## config.mk

```make
export PLATFORM = sky130hd
export DESIGN_NAME = hex_framed_command_parser
export DESIGN_NICKNAME = d
export VERILOG_FILES = /design/src/rtl/core/hfcp_pkg.sv /design/src/rtl/core/hfcp_frame.sv /design/src/rtl/core/hfcp_check.sv /design/src/rtl/core/hex_framed_command_parser.sv
export SDC_FILE = /design/constraint.sdc
export NUM_CORES = 1
export LEC_CHECK = 0
export BUFFER_PORTS_ARGS = -buffer_cell sky130_fd_sc_hd__buf_2
export CAP_MARGIN = 20
export CORE_MARGIN = 2
export CORE_UTILIZATION = 62
export CTS_BUF_LIST = sky130_fd_sc_hd__clkbuf_8 sky130_fd_sc_hd__clkbuf_16
export DETAILED_ROUTE_END_ITERATION = 6
export PLACE_DENSITY = 0.9
export SYNTH_ARGS = -nofsm -noshare
export SYNTH_HDL_FRONTEND = slang
export SYNTH_SLANG_ARGS = --single-unit
```

## constraint.sdc

```tcl
create_clock -name clock -period 4.7 [get_ports clock]
set_input_delay 0.94 -clock clock [delete_from_list [all_inputs] [get_ports clock]]
set_output_delay 0.94 -clock clock [all_outputs]
set_load 0.01 [all_outputs]
```

## src/rtl/core/hfcp_pkg.sv

```systemverilog
package hfcp_pkg;

   // Default capacity of the frame store, in bytes.
   localparam int MAX_STORED_DEFAULT = 135;

   // Framing characters and byte classes.
   localparam logic [7:0] CHAR_HASH   = 8'h23;
   localparam logic [7:0] CHAR_DOLLAR = 8'h24;
   localparam logic [7:0] ABORT_LOW   = 8'd34;
   localparam logic [7:0] ABORT_HIGH  = 8'd126;
   localparam logic [7:0] STORE_LOW   = 8'd39;
   localparam logic [7:0] STORE_HIGH  = 8'd125;

   // Length limits for a valid frame.
   localparam logic [7:0] LEN_MIN = 8'd3;
   localparam logic [7:0] LEN_MAX = 8'd128;

   // Command lengths and the stored counts that go with them.
   localparam logic [7:0] OPEN_LEN    = 8'd5;
   localparam logic [7:0] CLOSE_LEN   = 8'd6;
   localparam logic [7:0] OPEN_COUNT  = 8'd9;
   localparam logic [7:0] CLOSE_COUNT = 8'd10;

   typedef enum logic [2:0] {
      STATUS_LEN_ERR = 3'd0,
      STATUS_SUM_ERR = 3'd1,
      STATUS_UNKNOWN = 3'd2,
      STATUS_OPEN    = 3'd3,
      STATUS_CLOSE   = 3'd4
   } status_type;

   // Snapshot of the open frame.
   typedef struct packed {
      logic [7:0] count;
      logic [7:0] len_hi;
      logic [7:0] len_lo;
      logic [7:0] sum;
      logic [7:0] last;
      logic [7:0] second_last;
      logic       open_mismatch;
      logic       close_mismatch;
   } frame_type;

   typedef struct packed {
      status_type status;
      logic [7:0] declared_length;
      logic [7:0] computed_checksum;
   } result_type;

   // Returns {invalid, value} for an uppercase hex digit.
   function automatic logic [4:0] hex_nibble(input logic [7:0] c);
      logic [4:0] r;
      r = 5'h10;
      if (c >= 8'h30 && c <= 8'h39) begin
         r = {1'b0, 4'(c - 8'h30)};
      end else if (c >= 8'h41 && c <= 8'h46) begin
         r = {1'b0, 4'(c - 8'h37)};
      end
      return r;
   endfunction

   // Characters of the "open;" command.
   function automatic logic [7:0] open_char(input logic [2:0] pos);
      logic [7:0] r;
      case (pos)
         3'd0: r = "o";
         3'd1: r = "p";
         3'd2: r = "e";
         3'd3: r = "n";
         3'd4: r = ";";
         default: r = 8'h00;
      endcase
      return r;
   endfunction

   // Characters of the "close;" command.
   function automatic logic [7:0] close_char(input logic [2:0] pos);
      logic [7:0] r;
      case (pos)
         3'd0: r = "c";
         3'd1: r = "l";
         3'd2: r = "o";
         3'd3: r = "s";
         3'd4: r = "e";
         3'd5: r = ";";
         default: r = 8'h00;
      endcase
      return r;
   endfunction

endpackage

```

## src/rtl/core/hfcp_frame.sv

```systemverilog
module hfcp_frame
   import hfcp_pkg::*;
#(
   parameter int MAX_STORED = MAX_STORED_DEFAULT
) (
   input  logic       clock,
   input  logic       reset,
   input  logic       step,
   input  logic [7:0] rx_byte,
   output logic       emit,
   output frame_type  frame
);

   logic      active_ff;
   logic      active_in;
   frame_type frame_ff;
   frame_type frame_in;
   logic      is_hash;
   logic      is_abort;
   logic      is_stored;
   logic [7:0] pos;
   logic [7:0] leaving;

   // Classify the byte and work out the next frame state.
   always_comb begin
      is_hash   = (rx_byte == CHAR_HASH);
      is_abort  = (rx_byte <= ABORT_LOW) || (rx_byte >= ABORT_HIGH);
      is_stored = (rx_byte >= STORE_LOW) && (rx_byte <= STORE_HIGH);
      emit      = (rx_byte == CHAR_DOLLAR) && active_ff;
      pos       = frame_ff.count - 8'd4;
      leaving   = frame_ff.second_last;
      frame_in  = frame_ff;
      active_in = active_ff;

      if (is_hash || is_abort || emit) begin
         frame_in = '0;
      end
      if (is_hash) begin
         active_in = 1'b1;
      end else if (is_abort || emit) begin
         active_in = 1'b0;
      end

      // Store the byte; payload bytes leave the two-byte delay line here.
      if (active_ff && is_stored) begin
         if (frame_ff.count == 8'd0) begin
            frame_in.len_hi = rx_byte;
         end else if (frame_ff.count == 8'd1) begin
            frame_in.len_lo = rx_byte;
         end else begin
            if (frame_ff.count >= 8'd4) begin
               frame_in.sum = frame_ff.sum + leaving;
               if (pos >= OPEN_LEN || leaving != open_char(pos[2:0])) begin
                  frame_in.open_mismatch = 1'b1;
               end
               if (pos >= CLOSE_LEN || leaving != close_char(pos[2:0])) begin
                  frame_in.close_mismatch = 1'b1;
               end
            end
            frame_in.second_last = frame_ff.last;
            frame_in.last        = rx_byte;
         end
         frame_in.count = frame_ff.count + 8'd1;
      end

      // A full store drops the frame.
      if (frame_in.count >= 8'(MAX_STORED)) begin
         frame_in.count = '0;
         active_in      = 1'b0;
      end
   end

   always_ff @(posedge clock) begin
      if (reset) begin
         active_ff <= 1'b0;
         frame_ff  <= '0;
      end else if (step) begin
         active_ff <= active_in;
         frame_ff  <= frame_in;
      end
   end

   assign frame = frame_ff;

endmodule

```

## src/rtl/core/hfcp_check.sv

```systemverilog
module hfcp_check
   import hfcp_pkg::*;
(
   input  frame_type  frame,
   output result_type result
);

   logic [4:0] hi;
   logic [4:0] lo;
   logic [4:0] ch;
   logic [4:0] cl;
   logic [7:0] len;

   // Validate the closed frame and classify the command.
   always_comb begin
      hi  = hex_nibble(frame.len_hi);
      lo  = hex_nibble(frame.len_lo);
      ch  = hex_nibble(frame.second_last);
      cl  = hex_nibble(frame.last);
      len = {hi[3:0], lo[3:0]};
      result.status            = STATUS_LEN_ERR;
      result.declared_length   = '0;
      result.computed_checksum = '0;
      if (!hi[4] && !lo[4]) begin
         result.declared_length = len;
         if (len >= LEN_MIN && len <= LEN_MAX && (len + 8'd1) == frame.count) begin
            result.computed_checksum = frame.sum;
            if (ch[4] || cl[4] || {ch[3:0], cl[3:0]} != frame.sum) begin
               result.status = STATUS_SUM_ERR;
            end else if (!frame.open_mismatch && frame.count == OPEN_COUNT) begin
               result.status = STATUS_OPEN;
            end else if (!frame.close_mismatch && frame.count == CLOSE_COUNT) begin
               result.status = STATUS_CLOSE;
            end else begin
               result.status = STATUS_UNKNOWN;
            end
         end
      end
   end

endmodule

```

## src/rtl/core/hex_framed_command_parser.sv

```systemverilog
// A request's result is loaded into the result register when the request leaves the input
// register (input register, then frame state and result register together).
// Throughput: one byte per cycle when not stalled; requests are taken while a result waits.
// A request that closes a frame stalls only while the result register is still held.
// Reset (synchronous, active high) closes any open frame and empties both registers.
module hex_framed_command_parser
   import hfcp_pkg::*;
#(
   parameter int MAX_STORED = MAX_STORED_DEFAULT
) (
   input  logic       clock,
   input  logic       reset,
   input  logic       req_valid,
   output logic       req_stall,
   input  logic [7:0] req_rx_byte,
   output logic       rsp_valid,
   input  logic       rsp_stall,
   output logic [2:0] rsp_status,
   output logic [7:0] rsp_declared_length,
   output logic [7:0] rsp_computed_checksum
);

   logic       in_valid_ff;
   logic [7:0] in_byte_ff;
   logic       rsp_valid_ff;
   logic       rsp_valid_in;
   result_type rsp_ff;
   logic       emit;
   logic       advance;
   logic       out_free;
   logic       load_out;
   frame_type  frame;
   result_type result;

   hfcp_frame #(
      .MAX_STORED(MAX_STORED)
   ) u_frame (
      .clock  (clock),
      .reset  (reset),
      .step   (advance),
      .rx_byte(in_byte_ff),
      .emit   (emit),
      .frame  (frame)
   );

   hfcp_check u_check (
      .frame (frame),
      .result(result)
   );

   // A request moves on unless it closes a frame and the result slot is held.
   assign out_free  = !rsp_valid_ff || !rsp_stall;
   assign advance   = in_valid_ff && (!emit || out_free);
   assign load_out  = advance && emit;
   assign req_stall = in_valid_ff && !advance;

   // Input register.
   always_ff @(posedge clock) begin
      if (reset) begin
         in_valid_ff <= 1'b0;
      end else if (!req_stall) begin
         in_valid_ff <= req_valid;
      end
   end

   always_ff @(posedge clock) begin
      if (req_valid && !req_stall) begin
         in_byte_ff <= req_rx_byte;
      end
   end

   // Result register.
   always_comb begin
      if (load_out) begin
         rsp_valid_in = 1'b1;
      end else if (rsp_stall) begin
         rsp_valid_in = rsp_valid_ff;
      end else begin
         rsp_valid_in = 1'b0;
      end
   end

   always_ff @(posedge clock) begin
      if (reset) begin
         rsp_valid_ff <= 1'b0;
      end else begin
         rsp_valid_ff <= rsp_valid_in;
      end
   end

   always_ff @(posedge clock) begin
      if (load_out) begin
         rsp_ff <= result;
      end
   end

   assign rsp_valid             = rsp_valid_ff;
   assign rsp_status            = rsp_ff.status;
   assign rsp_declared_length   = rsp_ff.declared_length;
   assign rsp_computed_checksum = rsp_ff.computed_checksum;

`ifndef SYNTHESIS
   // A closing request never overwrites a result that is still held.
   assert property (@(posedge clock) disable iff (reset)
      (in_valid_ff && emit && rsp_valid_ff && rsp_stall) |-> req_stall)
      else $error("closing request not held while result is stalled");

   // A new result appears only after a request that closed a frame.
   assert property (@(posedge clock) disable iff (reset)
      $rose(rsp_valid_ff) |-> $past(load_out))
      else $error("result without a closing request");

   // The stored count stays below the capacity.
   assert property (@(posedge clock) disable iff (reset)
      frame.count < 8'(MAX_STORED))
      else $error("stored count reached capacity");

   // A reported command carries the frame's sum as its checksum and a nonzero declared length.
   assert property (@(posedge clock) disable iff (reset)
      load_out && (result.status == STATUS_OPEN || result.status == STATUS_CLOSE)
      |-> (result.computed_checksum == frame.sum && result.declared_length != 8'd0))
      else $error("command reported for an invalid frame");
`endif

endmodule
```

==> results.md, run 1 <==
* Status: completed
* Final Max Slew Viols at 0
* Reg power frac at 57.2%
* Final setup violation count at 0
* Dpl hpwl at 9310 um
* R2r startpoint: u_frame.frame[26]
* Met3 wire length at 1060 um
* CTS Buffer Depth at 2
* Worst slack at placement at 0.809 ns
* Multi-input gate area at 3240 sq um
* Layout filler cell count at 664
* Die Width at 97.1 um
* Flops & latches, synth at 80
* Area Growth Syn to Fin at 6.63%
* NetSw at 335 uW
* Die H at 97.1 um
* Seq. cell area at 1870 sq um
* Remaining DRCs at 0
* Synth cell types at 72
* Post-cts resize count at 0
* Standard-cell rows at 33
* Gpl congestion at 0.994
* HP Class: flop to flop
* Hold depth at 2
* Max_cap viols at 0
* Tot Pwr at 1270 uW
* Cts bufs inserted at 9
* Flop2flop setup slack at 0.72 ns
* Critical path class: flop to flop
* Startpoint Class: flop
* Max IR drop VDD at 0.168 mV
* Power Dens Cells at 222 nW/um^2
* Metal2 WL at 5910 um
* Critical path endpoint category: flop
* Fin crit share at 84.7%
* Arrival @ worst endpoint at 4.21 ns
* Min Tclk post-route at 3.98 ns
* Hold Buf Count CTS at 0
* Asr flop ratio synth at 0%
* Comb pwr share at 3.0%
* Share of power burned in the clock network at 39.8%
* Crit Path Max Fanout at 11
* YS warnings at 0
* Fraction of layout cells with a size suffix above 1 at 9.85%
* CP startpoint: u_frame.frame[26]
* Worst-Skew Late Latency at 0.36 ns
* Switch share at 26.3%
* Drt wl/cell at 17.2 um
* Post-CTS setup buffer count at 0
* Antenna cells at 0
* Fin util at 69.1%
* Critical Path End: rsp_status[0]
* All-Layer GR Usage at 28.1%
* Total congestion overflow at 0
* Register area share after synthesis at 34.8%
* Internal power at 938 uW
* CTS tree: done
* Starting Density at 64.8%
* Initial antenna violation count at 0
* Clock net sink count at 80
* Metal-1 WL at 5810 um
* Primary FF master, synth: dfxtp_1
* Hold WS at 0.485 ns
* Pleak at 0.00198 uW
* CORE AREA at 8300 sq um
* Final Hold Vio Count at 0
* Unrepaired setup endpoints after global routing: no
* H-tree depth at 3
* CTS root buffer: clkbuf_8
* Vias in the first global route at 4555
* PnR worst setup slack at 0.718 ns
* Number of flops mapped to enable cells by yosys at 27
* Max Freq at 251 MHz
* Sum Neg Setup Slack at 0 ns
* Mapped cell area at 5380 sq um
* Syn_nets at 692
* Setup Skew at 0.0101 ns
* Die area at 9430 sq um
* Largest net degree at the start of global routing at 52
* Max layer used: met4
* Crit path required time at 4.92 ns
* First-pass iteration count of the detailed router at 5
* Syn_area_per_cell at 8.37 sq um
* RR Endpoint: rsp_status[0]
* Final #Nets at 705
* First-pass GRT wire length at 21800 um
* Reg clk slew, reported paths at 0.10 ns
* Slew of the pin with the lowest slew margin at 1.07 ns
* Vias per inst at 6.53
* DR iter-0 viols at 420
* Post-Syn Instances at 642
* Total number of vias at 4994
* Slew margin rel. at 28.3%
* I/O pin count at 33
* FF-to-FF path depth at 13
* Antenna Violating Nets Remaining at 0
* I/O Buffers at 32
* Post-Route WL at 13100 um
how the worst min path moves through the flow:
stage,endpoint,slack [ns],start
6_report,u_frame.leaving[5],0.49,u_frame.frame[15]
5_1_grt,u_frame.frame[38],0.52,u_frame.frame[38]
4_1_cts,u_frame.frame[38],0.49,u_frame.frame[38]
2_1_floorplan,u_frame.frame[40],0.45,u_frame.frame[40]
3_5_place_dp,u_frame.frame[38],0.47,u_frame.frame[38]
3_3_place_gp,u_frame.frame[40],0.47,u_frame.frame[40]
synth_stat cells, types with 6 or more instances:
master    instances  area [sq um]
and2_1            9          56.3
nor3_1           15          75.1
ha_1             37           463
a211oi_1          6          45.0
dfxtp_1          53          1060
inv_1            30           113
nand3_1          45           225
o21ai_0          23           115
a21oi_1          63           315
nor2_1           50           188
a31oi_1          13          81.3
xor2_1           10          87.6
clkbuf_1         24          90.1
xnor2_1          21           184
nand2b_1          7          43.8
edfxtp_1         27           811
and3_1            9          56.3
or3_1             6          37.5
nor4_1            8          50.1
nor2b_1          12          75.1
nand2_1          59           221
nand4_1          11          68.8
power by group through the flow:
stage	logic, uW	clock network (uW)	registers (uW)
floorplan	26.6	0	739
global placement	36.6	0	743
detailed placement	37.2	0	743
CTS	37.6	512	728
global route	41.5	543	729
finish	38.5	506	728
sequential cells by signal (all words and copies together), names as in the netlist:
name and flops:
rsp_computed_checksum 8, in_byte_ff 8, u_frame.active_ff 1, rsp_valid 1, u_frame.leaving 8, u_frame.frame 42, in_valid_ff 1, rsp_status 3
rsp_declared_length 8
cell families after synthesis:
group | Yosys count | share of synthesized area (%)
and+or+nand+nor | 263 | 25.7
adders and majority gates | 38 | 8.99
buffers and inverters | 63 | 4.89
DFF | 80 | 34.8
AOI/OAI and AO/OA | 159 | 19.0
muxes | 8 | 1.58
xor gates and xnor gates | 31 | 5.05
worst max-delay path, stage by stage, from the launching register on:
cell,delay [ns]
dfxtp_1,0.52
inv_1,0.16
ha_1,0.24
o21bai_1,0.26
a21oi_1,0.28
mux2_2,0.35
ha_1,0.25
inv_1,0.12
nor2_1,0.04
mux2_2,0.29
or4_1,0.45
o2bb2a_1,0.26
and4_1,0.42
a21boi_2,0.21
metal layers:
layer  vias to the layer above  global-route usage (%)
li1                       2365                       -
met1                      2351                    38.4
met2                       234                    44.3
met3                        44                    5.25
met4                         0                    10.5
met5                         -                       0
layout make-up:
type | instances | share of cell area, %
clock buffers | 9 | 2.16
clock inverters | 7 | 1.20
inverters | 30 | 1.96
multi-input cells | 499 | 56.5
flip-flops and latches | 80 | 32.7
well taps | 105 | 2.29
repair buffers | 35 | 3.19
through the flow:
stage                     instance area, sq um  instances
after floorplan                           5380        642
after global placement                    5540        749
after detailed placement                  5540        749
after CTS                                 5730        765
after global routing                      5730        765
final                                     5730        765
layout by cell type (no fill, tap or decap), drive strengths merged, types with 10 or more instances in the layout:
cell | Yosys | routed
edfxtp | 27 | 27
dfxtp | 53 | 53
xnor2 | 21 | 21
a21oi | 63 | 63
inv | 30 | 36
nor2b | 12 | 12
nand4 | 11 | 11
xor2 | 10 | 10
buf | 9 | 35
nand3 | 45 | 45
nand2 | 59 | 59
ha | 37 | 37
nor3 | 15 | 15
nor2 | 50 | 50
a31oi | 13 | 13
o21ai | 23 | 23
Power figures use the tool's default switching activity.
==> inputs of run 2 (changes only) <==
Settings changed: CORE_UTILIZATION 62 to 56, PLACE_DENSITY 0.9 to 0.86.
Clock period 4.7 ns to 3.3 ns, I/O delays scaled along.
==> run 2 against run 1 <==
Setup slack got worse by 0.66 ns. Clock-buffer cell count unchanged. Largest power group unchanged. Largest cell class unchanged. Utilization fell by 2.5 points. Register-to-register slack got worse by 0.66 ns. Global-route usage shrank 0.27 points. Final cell count rose by 8.5%. Clock skew down 0.0017 ns. Fmax up 23%.
==> results.md, run 2 (synthesis results as in run 1) <==
* Status: completed
* Crit Path Max Fanout at 5
* Pleak at 0.00220 uW
* Gpl congestion at 0.941
* FF-to-FF path depth at 12
* Largest net degree at the start of global routing at 39
* Critical Path End: rsp_computed_checksum[0]
* Total number of vias at 5187
* Die H at 102 um
* Remaining DRCs at 0
* Total congestion overflow at 0
* Crit path required time at 3.53 ns
* Area Growth Syn to Fin at 15.0%
* CTS Buffer Depth at 2
* Vias per inst at 6.25
* Die Width at 102 um
* Power Dens Cells at 301 nW/um^2
* Cts bufs inserted at 9
* Final setup violation count at 0
* Sum Neg Setup Slack at 0 ns
* Drt wl/cell at 17.2 um
* Most common cell after layout, fill and taps aside: a21oi_1
* Top cell by count, worst path: buf_4
* Fraction of layout cells with a size suffix above 1 at 17.4%
* Reg clk slew, reported paths at 0.09 ns
* Worst Path Buf+Inv at 3
* CTS tree: done
* Fin crit share at 98.2%
* Most frequent cells in the layout: a21oi_1, nand2_1, dfxtp_1
* CTS root buffer: clkbuf_8
* Final Hold Vio Count at 0
* Critical path class: flop to flop
* First-pass GRT wire length at 23000 um
* Setup Skew at 0.00841 ns
* Critical-path cell list: buf_4, ha_1, or4bb_1, nor4_4, a311oi_4, buf_4, mux2i_1, or4_4, o2bb2a_4, and4_4, buf_2, and2_1
* Slew of the pin with the lowest slew margin at 0.671 ns
* CORE AREA at 9280 sq um
* Worst path slowest cell: or4bb_1
* Final Max Slew Viols at 0
* R2r startpoint: u_frame.frame[26]
* Antenna Violating Nets Remaining at 0
* I/O pin count at 33
* Critical path endpoint category: flop
* Initial antenna violation count at 0
* Standard-cell rows at 35
* All-Layer GR Usage at 27.8%
* Placement Cell Area at 5850 sq um
* Max reg flops at 42
* Worst-Skew Late Latency at 0.36 ns
* Max IR drop VDD at 0.275 mV
* Starting Density at 57.9%
* Worst path top cell family by delay: simple AND/OR/NAND/NOR gates
* I/O Buffers at 32
* DR iter-0 viols at 534
* Vias in the first global route at 4787
* HP Class: input port to flop
* Antenna cells at 0
* Slew margin rel. at 55.3%
* Die area at 10400 sq um
* Startpoint Class: flop
* Arrival @ worst endpoint at 3.47 ns
* Max_cap viols at 0
* Max Freq at 309 MHz
* Post-layout instance area at 6180 sq um
* CP startpoint: u_frame.frame[26]
* H-tree depth at 3
* Dpl hpwl at 10300 um
* Final #Nets at 746
* Largest stage delay, worst path at 0.55 ns
* Min Tclk post-route at 3.24 ns
* Post-Route WL at 14300 um
* Hold Buf Count CTS at 0
* First-pass iteration count of the detailed router at 6
* Critical path depth at 12
* Flop2flop setup slack at 0.06 ns
* Clock net sink count at 80
* RR Endpoint: rsp_computed_checksum[0]
==> run 2: cell types whose count changed in the layout (fill, tap and decap cells not counted), moves of 2 or more <==
cell,change
buf_4,+39
inv_8,-3
dfxtp_1,-2
ha_1,-2
ha_2,+2
inv_4,+2
nor4_1,-2
nor4_4,+2
==> run 2: through the flow <==
stage,util (%),total power (uW),worst slack [ns],instances,hold WS (ns)
floorplan,-,1090,0.00419,642,0.452
global placement,63.0,1120,0.0252,810,0.462
detailed placement,63.0,1120,-0.0295,810,0.469
CTS,65.3,1870,0.00506,826,0.458
global route,66.6,1920,-0.0334,830,0.452
finish,66.6,1860,0.0606,830,0.469
==> run 2: area by class of cell <==
class,instances,area (sq um)
clock buffers,9,124
repair buffers,76,492
inverters,30,115
flip-flops and latches,80,1880
clock inverters,7,76.3
well taps,129,161
fillers,780,3100
multi-input cells,499,3340
==> run 2: what timing repair did <==
| item | CTS | global route |
|---|---|---|
| cloned | 0 | 1 |
| endpoints found under the hold margin | 0 | 0 |
| pin swaps | 0 | 11 |
| setup buffers | 0 | 3 |
| setup endpoints to repair | 11 | 12 |
| gates resized for setup | 1 | 24 |
==> run 2: worst min-delay path by stage <==
stage,from,endpoint,slack [ns],depth (start not counted)
2_1_floorplan,u_frame.frame[40],u_frame.frame[40],0.45,2
3_3_place_gp,u_frame.frame[40],u_frame.frame[40],0.46,2
3_5_place_dp,u_frame.frame[31],u_frame.frame[31],0.47,2
4_1_cts,req_rx_byte[2],in_byte_ff[2],0.46,1
5_1_grt,req_rx_byte[0],in_byte_ff[0],0.45,1
6_report,req_rx_byte[2],in_byte_ff[2],0.47,1
==> run 2: power breakdown <==
part           total, uW  switching (uW)  internal [uW]
sequential          1030            13.6           1020
clock                760             402            358
combinational       66.6            44.2           22.4
total               1860             460           1400
==> run 2: worst register-to-register path: stages, from the launching register on <==
cell      delay, ns
dfxtp_4        0.37
buf_4          0.15
ha_1           0.25
or4bb_1        0.55
nor4_4         0.21
a311oi_4       0.07
buf_4          0.17
mux2i_1        0.12
or4_4          0.48
o2bb2a_4       0.20
and4_4         0.25
buf_2          0.16
and2_1         0.14
==> run 2: metal layers <==
| layer | track usage, % | routed length (um) | up-vias |
|---|---|---|---|
| met1 | 38.5 | 6010 | 2411 |
| met5 | 0 | 0 | - |
| li1 | - | - | 2446 |
| met3 | 4.86 | 1350 | 42 |
| met4 | 8.51 | 327 | 0 |
| met2 | 44.6 | 6620 | 288 |
==> inputs of run 3 (changes only) <==
Settings changed: CORE_UTILIZATION 56 to 40, PLACE_DENSITY 0.86 to 0.68.
==> run 3 against run 2 <==
Die area grew 38%. Largest cell class unchanged. Non-clock buffer count shrank 5. Via count shrank 4.0%. Largest power group unchanged. The flow now finishes with violations (DRC). Wire length grew 0.13%. Clock power grew 23%. Clock skew shrank 0.0019 ns. Critical path type unchanged. Sequential share of layout area shrank 0.53 points.
==> results.md, run 3 (synthesis results as in run 1) <==
* I/O pin count at 33
* I/O Buffers at 32
* Worst path slowest cell: or4_1
* Fraction of layout cells with a size suffix above 1 at 16.7%
* Post-Route WL at 14300 um
* Reg power frac at 50.5%
* Share of power burned in the clock network at 45.8%
* Final Max Slew Viols at 0
* Most frequent cells in the layout: a21oi_1, nand2_1, dfxtp_1
* Worst path top cell family by delay: simple AND/OR/NAND/NOR gates
* Slew of the pin with the lowest slew margin at 0.716 ns
* Crit path required time at 3.50 ns
* Flop2flop setup slack at 0.07 ns
* H-tree depth at 3
* NetSw at 468 uW
* Metal-1 WL at 6500 um
* Final Hold Vio Count at 0
* Startpoint Class: flop
* Vias per inst at 5.71
* Antenna cells at 0
* Standard-cell rows at 42
* Fin crit share at 97.8%
* Max reg flops at 42
* Power Dens Cells at 325 nW/um^2
* Total number of vias at 4981
* HP Class: flop to flop
* Pleak at 0.00222 uW
* Die Width at 120 um
* Comb pwr share at 3.7%
* Switch share at 22.9%
* CTS root buffer: clkbuf_16
* Largest stage delay, worst path at 0.47 ns
* Dpl hpwl at 10600 um
* Clock net sink count at 80
* Initial antenna violation count at 0
* Arrival @ worst endpoint at 3.43 ns
* Die H at 120 um
* Unrepaired setup endpoints after global routing: yes
* Worst-Skew Late Latency at 0.34 ns
* Cts bufs inserted at 9
* CORE AREA at 13200 sq um
* Min Tclk post-route at 3.23 ns
* Max layer used: met4
* Crit Path Max Fanout at 11
* Reg clk slew, reported paths at 0.06 ns
* Failing checks: DRC
* Die area at 14400 sq um
* Final #Nets at 741
* Gpl congestion at 0.951
* CTS Buffer Depth at 2
* CTS tree: done
* Remaining DRCs at 2
* Tot Pwr at 2040 uW
* Critical-path cell list: inv_2, ha_2, nor3b_4, nor4_4, a22o_1, ha_4, nor2_1, mux2_2, or4_1, o2bb2a_1, and4_1, buf_6, a21boi_2
* Max IR drop VDD at 0.245 mV
* Area Growth Syn to Fin at 17.0%
* All-Layer GR Usage at 20.3%
* Setup Skew at 0.00654 ns
* Internal power at 1580 uW
* Antenna Violating Nets Remaining at 0
* Total congestion overflow at 0
* Final setup violation count at 0
* Vias in the first global route at 4755
* Starting Density at 40.8%
* Metal2 WL at 6750 um
* Max Freq at 310 MHz
* Drt wl/cell at 16.4 um
* Critical path class: flop to flop
* Largest net degree at the start of global routing at 32
* Slew margin rel. at 52.2%
* Met3 wire length at 775 um
* First-pass GRT wire length at 23400 um
* Worst Path Buf+Inv at 2
* Hold WS at 0.481 ns
* Max_cap viols at 0
* DR iter-0 viols at 372
* Status: finished with violations
* Most common cell after layout, fill and taps aside: a21oi_1
* Critical path endpoint category: flop
* First-pass iteration count of the detailed router at 7
[run 3: tightest hold or removal path: stages, from the launching register on]
cell     delay (ns)
dfxtp_1        0.32
nand2_1        0.06
a21oi_1        0.05
[run 3: repair_timing]
item                                    4_1_cts  5_1_grt
resized for setup                             4       17
cloned                                        0        0
pin swaps                                     2        6
setup buffers                                 0        1
hold buffers                                  0        0
endpoints found under the setup margin       11       11
[run 3: power by group through the flow]
stage / sequential, uW / combinational, uW / clock [uW]
finish: 1030 / 75.6 / 935
global route: 1030 / 81.8 / 999
CTS: 1030 / 75.3 / 953
detailed placement: 1050 / 75.1 / 0
global placement: 1050 / 73.5 / 0
floorplan: 1050 / 37.9 / 0
[run 3: final timing paths]
path | startpoint | endpoint | cells past startpoint
setup / recovery | u_frame.frame[26] | rsp_status[0] | 13
hold / removal | u_frame.frame[14] | u_frame.leaving[4] | 2
setup reg to reg | u_frame.frame[26] | rsp_status[0] | 13
hold reg to reg | u_frame.frame[14] | u_frame.leaving[4] | 2
[run 3: metal layers]
layer  global-route usage, %  vias up
met2                    32.6      139
met5                       0        -
met1                    27.4     2378
li1                        -     2435
met4                    7.13        0
met3                    3.80       29
[run 3: through the flow]
| step | instances | setup WS, ns | TNS, ns | util (%) | cell area (sq um) |
|---|---|---|---|---|---|
| after global routing | 872 | -0.0148 | -0.0207 | 47.7 | 6290 |
| after detailed placement | 855 | -0.0870 | -0.460 | 44.9 | 5920 |
| final | 872 | 0.0727 | 0 | 47.7 | 6290 |
| after CTS | 871 | 0.00517 | 0 | 47.1 | 6220 |
| after floorplan | 642 | 0.00419 | 0 | - | 5380 |
| after global placement | 855 | 0.0583 | 0 | 44.9 | 5920 |
[run 3: area by class of cell]
cell class | instances | area [sq um]
inverter | 30 | 113
fill | 1242 | 6900
tap | 176 | 220
clock inverter | 6 | 37.5
sequential | 80 | 1880
timing repair buffer | 71 | 482
multi-input combinational | 499 | 3320
clock buffer | 10 | 239
